$ cat src/design/cgp_window_filter_eval_defines.svh
// ----------------------------------------------------------------------------
// cgp window filter assertion macros
// shared concurrent assertion forms, clocked on clk and disabled in rst
// ----------------------------------------------------------------------------
`ifndef CGP_WINDOW_FILTER_EVAL_DEFINES_SVH
`define CGP_WINDOW_FILTER_EVAL_DEFINES_SVH

// same-cycle implication
`define CGPWF_ASSERT_NOW(name, pre, post, msg) \
  name: assert property (@(posedge clk) disable iff (rst) (pre) |-> (post)) else $error(msg);

// next-cycle implication
`define CGPWF_ASSERT_NEXT(name, pre, post, msg) \
  name: assert property (@(posedge clk) disable iff (rst) (pre) |=> (post)) else $error(msg);

`endif

$ cat src/design/cgpwf_pkg.sv
// ----------------------------------------------------------------------------
// cgpwf_pkg
// shared types, field layout, function codes and the node operation
// ----------------------------------------------------------------------------
package cgpwf_pkg;

  // field widths fixed by the word layout
  localparam int PIXEL_W       = 8;
  localparam int SEL_W         = 6;
  localparam int ADDR_W        = 6;
  localparam int GENE_W        = 16;
  localparam int FUNC_W        = 4;
  localparam int WINDOW_INPUTS = 9;

  // gene word layout
  localparam int SEL_A_LSB = 10;
  localparam int SEL_B_LSB = 4;

  // default grid size
  localparam int DEF_NODE_COLUMNS = 8;
  localparam int DEF_NODE_ROWS    = 4;

  // slave tdata layout
  localparam int TD_ADDR_LSB = 0;
  localparam int TD_WORD_LSB = TD_ADDR_LSB + ADDR_W;
  localparam int TD_PIX_LSB  = TD_WORD_LSB + GENE_W;
  localparam int TD_BITS     = TD_PIX_LSB + WINDOW_INPUTS * PIXEL_W;
  localparam int S_TDATA_W   = ((TD_BITS + 7) / 8) * 8;

  // item kinds
  localparam logic KIND_GENE   = 1'b0;
  localparam logic KIND_WINDOW = 1'b1;

  // node function codes
  localparam logic [FUNC_W-1:0] FN_PASS_A = 4'd0;
  localparam logic [FUNC_W-1:0] FN_MAX    = 4'd1;
  localparam logic [FUNC_W-1:0] FN_MIN    = 4'd2;
  localparam logic [FUNC_W-1:0] FN_ADD    = 4'd3;
  localparam logic [FUNC_W-1:0] FN_SUB_AB = 4'd4;
  localparam logic [FUNC_W-1:0] FN_SUB_BA = 4'd5;
  localparam logic [FUNC_W-1:0] FN_AND    = 4'd6;
  localparam logic [FUNC_W-1:0] FN_OR     = 4'd7;
  localparam logic [FUNC_W-1:0] FN_MUL    = 4'd8;
  localparam logic [FUNC_W-1:0] FN_XOR    = 4'd9;
  localparam logic [FUNC_W-1:0] FN_NOT_A  = 4'd10;
  localparam logic [FUNC_W-1:0] FN_NOT_B  = 4'd11;
  localparam logic [FUNC_W-1:0] FN_ANDN   = 4'd12;
  localparam logic [FUNC_W-1:0] FN_NAND   = 4'd13;
  localparam logic [FUNC_W-1:0] FN_NOR    = 4'd14;
  localparam logic [FUNC_W-1:0] FN_ONES   = 4'd15;

  localparam logic [PIXEL_W-1:0] PIXEL_MAX = 8'd255;

  // item fields that travel with each pipeline stage
  typedef struct packed {
    logic              kind;
    logic [ADDR_W-1:0] addr;
    logic [GENE_W-1:0] word;
  } item_t;

  // one node operation, wrapping arithmetic
  function automatic logic [PIXEL_W-1:0] node_op(input logic [FUNC_W-1:0] fn,
                                                 input logic [PIXEL_W-1:0] a,
                                                 input logic [PIXEL_W-1:0] b);
    logic [2*PIXEL_W-1:0] prod;
    logic [PIXEL_W-1:0]   r;
    prod = a * b;
    case (fn)
      FN_PASS_A: r = a;
      FN_MAX:    r = (a > b) ? a : b;
      FN_MIN:    r = (a < b) ? a : b;
      FN_ADD:    r = a + b;
      FN_SUB_AB: r = a - b;
      FN_SUB_BA: r = b - a;
      FN_AND:    r = a & b;
      FN_OR:     r = a | b;
      FN_MUL:    r = prod[PIXEL_W-1:0];
      FN_XOR:    r = a ^ b;
      FN_NOT_A:  r = ~a;
      FN_NOT_B:  r = ~b;
      FN_ANDN:   r = a & ~b;
      FN_NAND:   r = ~(a & b);
      FN_NOR:    r = ~(a | b);
      default:   r = PIXEL_MAX;
    endcase
    return r;
  endfunction

endpackage

$ cat src/design/cgpwf_stage.sv
// ----------------------------------------------------------------------------
// cgpwf_stage
// one pipeline stage: holds the gene of node NODE_IDX, evaluates that node on
// the incoming value vector and registers the vector with the node appended
// ----------------------------------------------------------------------------
module cgpwf_stage
  import cgpwf_pkg::*;
#(
  parameter int NODE_IDX    = 0,
  parameter int VALUE_COUNT = WINDOW_INPUTS + 1
) (
  input  logic                                 clk,
  input  logic                                 rst,
  input  logic                                 en,
  input  logic                                 in_valid,
  input  item_t                                in_item,
  input  logic [VALUE_COUNT-1:0][PIXEL_W-1:0]  in_vals,
  output logic                                 out_valid,
  output item_t                                out_item,
  output logic [VALUE_COUNT-1:0][PIXEL_W-1:0]  out_vals
);

  // values visible to this node: pixels and earlier nodes
  localparam int LIMIT = WINDOW_INPUTS + NODE_IDX;

  logic [GENE_W-1:0]                  gene;
  logic [SEL_W-1:0]                   sel_a;
  logic [SEL_W-1:0]                   sel_b;
  logic [FUNC_W-1:0]                  fn;
  logic [PIXEL_W-1:0]                 opd_a;
  logic [PIXEL_W-1:0]                 opd_b;
  logic [VALUE_COUNT-1:0][PIXEL_W-1:0] vals_next;

  // gene register, written when a gene word for this node passes
  always_ff @(posedge clk) begin
    if (en && in_valid && in_item.kind == KIND_GENE && int'(in_item.addr) == NODE_IDX) begin
      gene <= in_item.word;
    end
  end

  assign sel_a = gene[SEL_A_LSB +: SEL_W];
  assign sel_b = gene[SEL_B_LSB +: SEL_W];
  assign fn    = gene[FUNC_W-1:0];

  // operand select, anything at or past this node reads zero
  always_comb begin
    opd_a = '0;
    opd_b = '0;
    for (int j = 0; j < LIMIT; j++) begin
      if (int'(sel_a) == j) opd_a = in_vals[j];
      if (int'(sel_b) == j) opd_b = in_vals[j];
    end
  end

  // append node value
  always_comb begin
    vals_next = in_vals;
    vals_next[LIMIT] = node_op(fn, opd_a, opd_b);
  end

  // stage valid
  always_ff @(posedge clk) begin
    if (rst) begin
      out_valid <= 1'b0;
    end else if (en) begin
      out_valid <= in_valid;
    end
  end

  // stage payload
  always_ff @(posedge clk) begin
    if (en) begin
      out_item <= in_item;
      out_vals <= vals_next;
    end
  end

endmodule

$ cat config.mk
export PLATFORM = sky130hd
export DESIGN_NAME = cgpwf_stage
export DESIGN_NICKNAME = d
export VERILOG_FILES = /design/src/design/cgp_window_filter_eval_defines.svh /design/src/design/cgpwf_pkg.sv /design/src/design/cgpwf_stage.sv
export SDC_FILE = /design/constraint.sdc
export NUM_CORES = 1
export LEC_CHECK = 0
export ABC_AREA = 0
export BUFFER_PORTS_ARGS = -buffer_cell sky130_fd_sc_hd__buf_2
export CORE_MARGIN = 1.5
export CORE_UTILIZATION = 54
export DETAILED_ROUTE_END_ITERATION = 8
export PLACE_DENSITY = 0.87
export SLEW_MARGIN = 15
export SYNTH_ARGS = -nofsm -noshare
export SYNTH_HDL_FRONTEND = slang
export SYNTH_SLANG_ARGS = --single-unit
$ cat constraint.sdc
create_clock -name clk -period 7.5 [get_ports clk]
set_clock_uncertainty 0.15 [all_clocks]
set_input_delay 1.875 -clock clk [delete_from_list [all_inputs] [get_ports clk]]
set_output_delay 1.875 -clock clk [all_outputs]
set_load 0.01 [all_outputs]
# Yosys cells after proc, flatten, opt, wreduce, memory -nomap -nowiden
# Index checks and enable logic that the tools add are counted.
[totals]
out_inout_bits = 104
in_bits = 107
word_cells = 88
regBits = 120
[classes]
bitwise_logic = 9
reduce_logical = 7
n_mul = 1
magnitude_cmp = 2
muxes = 21
n_eq_ne = 30
add_sub_neg = 3
[ops]
columns = ["operator", "n"]
rows = [
  ["2-to-1 mux 8 bit", 20],
  ["one-hot mux 8 bit (15 select lines)", 1],
  ["equality test 6 x 4 -> 1 bit, second input constant", 8],
  ["NOT 8 bit", 4],
  ["equality test 4 bit, second input constant", 7],
  ["equality test 6 x 3 -> 1 bit, second input constant", 4],
  ["logical NOT 6 bit", 3],
  ["AND 8 bit", 2],
  ["equality test 4 x 3 -> 1 bit, second input constant", 4],
  ["subtractor 8 bit", 2],
  ["equality test 6 x 2 -> 1 bit, second input constant", 2],
  ["equality test 6 x 5 -> 1 bit, second input constant", 2],
  ["adder 8 bit", 1],
  ["equality test 4 x 2 -> 1 bit, second input constant", 2],
  ["greater-than comparator 8 bit", 1],
  ["less-than comparator 8 bit", 1],
  ["multiplier 8 x 8 -> 8 bit", 1],
  ["OR 8 bit", 1],
  ["bitwise XOR 8 bit", 1],
  ["equality test 4 x 1 -> 1 bit, second input constant", 1],
  ["logical NOT 4 bit", 1],
  ["logical AND 1 bit", 3],
  ["NOT 1 bit", 1],
]

# Logic depth before layout (Yosys ltp)
[depth]
depth_word = 13
mapped_depth = 25
ltp_nobuf = 22

# Worst setup path before layout
# No wires, ideal clock.
[synth_timing]
kind = "input port to flip-flop"
from = "input in_vals[26] in the netlist's numbering"
to = "register out_vals[79] in the netlist's numbering, data pin"
t_arrival_ns = 6.420
slack_ns = 0.654
path_stages = 20
n_path_buf = 0
cell_sequence = "mux4_2 -> a32oi_1 -> a211oi_1 -> a221oi_2 -> inv_1 -> ha_1 -> fa_1 -> fa_1 -> ha_1 -> inv_1 -> fa_1 -> inv_1 -> ha_1 -> a21o_1 -> a21oi_1 -> xnor2_1 -> xnor2_1 -> xnor3_1 -> xnor2_1 -> o211ai_1"
[synth_lines]
columns = ["element", "line", "source"]
rows = [
  ["from (decl)", "cgpwf_stage.sv:17", "input logic [VALUE_COUNT-1:0][PIXEL_W-1:0] in_vals,"],
  ["to (signal assigned)", "cgpwf_stage.sv:74", "out_vals <= vals_next;"],
  ["to (decl)", "cgpwf_stage.sv:20", "output logic [VALUE_COUNT-1:0][PIXEL_W-1:0] out_vals"],
]

==> flow_metrics.tcl <==
set metrics [dict create \
    status "finished, final reports clean" \
    path_max_fanout 3 \
    drc 0 \
    io_pins 211 \
    synth_nets 863 \
    synth_edf_count 119 \
    nFillCells 983 \
    cts_tree "done" \
    hold-path-endpoint "out_valid" \
    hold_class "register to register" \
    rr_worst_depth 20 \
    crit_required_ns 7.51 \
    stdcell_area_sq_um 9724 \
    clock_latency_ns 0.43 \
    dieArea_sq_um 15340 \
    std_cell_rows 43 \
    synth_seq_cells 120 \
    cp_slowest_stage_delay_ns 0.47 \
    placed_area_sq_um 9110 \
    ys_types 76 \
    syn_to_final_growth_pct 23.27 \
    wl_um 23830 \
    rsz0062_at_grt "false" \
    dp_hpwl_um 16600 \
    grt_pass1_wl_um 37090 \
    portBuffers 202 \
    gp_congestion 0.9806 \
    fp.dieH_um 123.9 \
    holdPathStages 2 \
    slew_headroom_pct 25.59 \
    p_leak_nw 4.146 \
    maxCapViolations 0 \
    crit_start "in_vals[18]" \
    cts-root-buf "clkbuf_16" \
    antenna_found_initial 0 \
    syn_area_sq_um 7889 \
    cts.sinks 120 \
    min_period_ns 6.911 \
    worstHoldStart "out_valid" \
    yosys_warnings 0 \
    end_kind "register" \
    dr.pass1.iters 7 \
    post-cts-setup-buffers 0 \
    drtAntennaViolNets 0 \
    rrSetupSlack_ns 0.82 \
    cts_max_level 4 \
    setup_violations 0 \
    clk_path_buf_depth 2 \
    grtUsageTotal_pct 32.68 \
    worst_pin_slew_ns 1.116 \
    hold_viol_final 0 \
    antenna-diode-count 0 \
    cts_buffers 17 \
    gr-total-overflow 0 \
    cts_hold_buf 0 \
    setup.worst_path.class "input port to register" \
    power_density_nw_per_um2 188.2 \
    rr_endpoint "out_vals[79]" \
    ys_seq_area_share_pct 45.55 \
    avgRoutedWirePerCell_um 21.78 \
    vdd_drop_max_mv 0.1881 \
    setup_tns_ns 0 \
    critPathSlowestCell "mux4_2" \
    r2r_start "gene[5]" \
    synthArstFlopShare_pct 0 \
    vias 6984 \
    fmax_mhz 144.7 \
    core_area_sq_um 14100 \
    die_w_um 123.9 \
    period_share_pct 92.14 \
    grt_pass1_vias 6969 \
    vias_per_cell 6.384 \
    start_kind "input port" \
    grt_max_degree 73 \
    drive_gt1_share_pct 31.84 \
    dominantRegCellSynth "edfxtp_1" \
    path_clk_slew_ns 0.06 \
    avgSynthCellArea_sq_um 11.38 \
    arrival_ns 6.92 \
    drt-initial-drc-count 957 \
    syn-instance-count 693 \
    slew_violations 0 \
    path_cells "buf_2 > mux4_2 > a32oi_1 > a211oi_1 > a221oi_2 > inv_1 > ha_1 > fa_1 > fa_1 > ha_1 > inv_1 > fa_1 > inv_1 > ha_1 > a21o_1 > a21oi_1 > xnor2_1 > xnor2_1 > xnor3_1 > xnor2_1 > o211ai_1" \
    post_cts_resized 0 \
    start_util_pct 55.96 \
    nets 1071 \
]
[routing by layer]
layer / share of wire [%] / global-route usage, % / vias up
met5: 0 / 0 / -
met4: 3.7 / 15.59 / 0
met3: 13 / 10.26 / 104
met2: 48 / 53.21 / 605
met1: 36 / 39.62 / 3272
li1: - / - / 3003
[through the flow]
step	std cells	utilization, %	worst slack, ns	hold WS [ns]	total power (W)
floorplan	693	-	0.6535	0.3779	0.0008693
global placement	1062	64.63	0.2728	0.3207	0.0009650
detailed placement	1062	64.63	0.2594	0.3254	0.0009718
CTS	1094	68.99	0.6759	0.3827	0.001831
global route	1094	68.99	0.2859	0.4195	0.001875
finish	1094	68.99	0.5892	0.3898	0.001830
[registers in the layout (all words and copies together), names as in the netlist]
| signal | count |
|---|---|
| out_valid | 1 |
| out_vals | 80 |
| out_item | 23 |
| gene | 16 |
[worst max-delay path by stage]
stage	endpoint	slack, ns
global placement	out_vals[79]	0.27
CTS	out_vals[79]	0.68
global route	out_vals[79]	0.29
floorplan	out_vals[79]	0.65
detailed placement	out_vals[79]	0.26
finish	out_vals[79]	0.59
[synthesized netlist by cell type, drive strengths merged, types with 6 or more instances]
master | n | area (sq um)
a221oi | 7 | 85.08
a211oi | 8 | 65.06
a22oi | 10 | 75.07
nor3 | 12 | 60.06
nand2 | 45 | 168.9
fa | 14 | 280.3
nand2b | 13 | 81.33
buf | 19 | 113.9
o22ai | 10 | 62.56
mux4 | 15 | 345.3
a21oi | 36 | 195.2
a22o | 12 | 105.1
ha | 49 | 613.1
edfxtp | 119 | 3573
clkbuf | 12 | 45.04
mux2i | 28 | 280.3
nor4 | 6 | 58.80
nand3 | 16 | 85.08
nor2b | 8 | 50.05
inv | 54 | 202.7
o21ai | 46 | 241.5
xnor2 | 22 | 192.7
nor2 | 59 | 221.5
[worst max-delay path: cells and delay by family]
family                     cells  cell delay, ns
AOI/OAI and AO/OA              6            1.01
xor gates and xnor gates       4            0.92
muxes                          1            0.47
buffers and inverters          4            0.37
adders and majority gates      6            2.27
[placed cells by master, fill, tap and decap left out, types with 4 or more instances in the layout]
master and n:
buf_2 201, edfxtp_1 119, nor2_1 59, inv_1 53, ha_1 49, nand2_1 45, o21ai_0 43, a21oi_1 34
mux2i_1 28, xnor2_1 22, buf_4 19, clkbuf_16 17, nand3_1 15, fa_1 14, nand2b_1 13, mux4_2 13
nor3_1 12, a22o_1 12, o22ai_1 10, a22oi_1 10, nor2b_1 8, a211oi_1 7, inv_6 6, mux2_2 5
xor2_1 5, a221oi_1 5, o31ai_1 4, or3_1 4, a21o_1 4
[layout make-up]
class                      instances  area (sq um)  area share [%]
timing repair buffer             220          1149           11.81
inverter                          56         210.2           2.162
clock inverter                    15         188.9           1.943
clock buffer                      17         425.4           4.375
tap                              180         225.2           2.316
multi-input combinational        486          3933           40.44
sequential                       120          3593           36.95
[cells by family (layout without fill, tap and decap cells)]
kind of cell | after synthesis | in the layout | share of synthesized area [%]
buffers and inverters | 87 | 308 | 4.679
DFF | 120 | 120 | 45.55
adders and majority gates | 63 | 63 | 11.32
and+or+nand+nor | 183 | 183 | 11.78
AOI/OAI and AO/OA | 162 | 162 | 14.16
muxes | 48 | 48 | 8.644
xor gates and xnor gates | 30 | 30 | 3.854
[power breakdown]
group	switching, W	internal (W)	total, W
sequential	0.0000121	0.000786	0.000798
clock	0.000336	0.000530	0.000866
combinational	0.0000983	0.0000674	0.000166
Power figures use the tool's default switching activity.
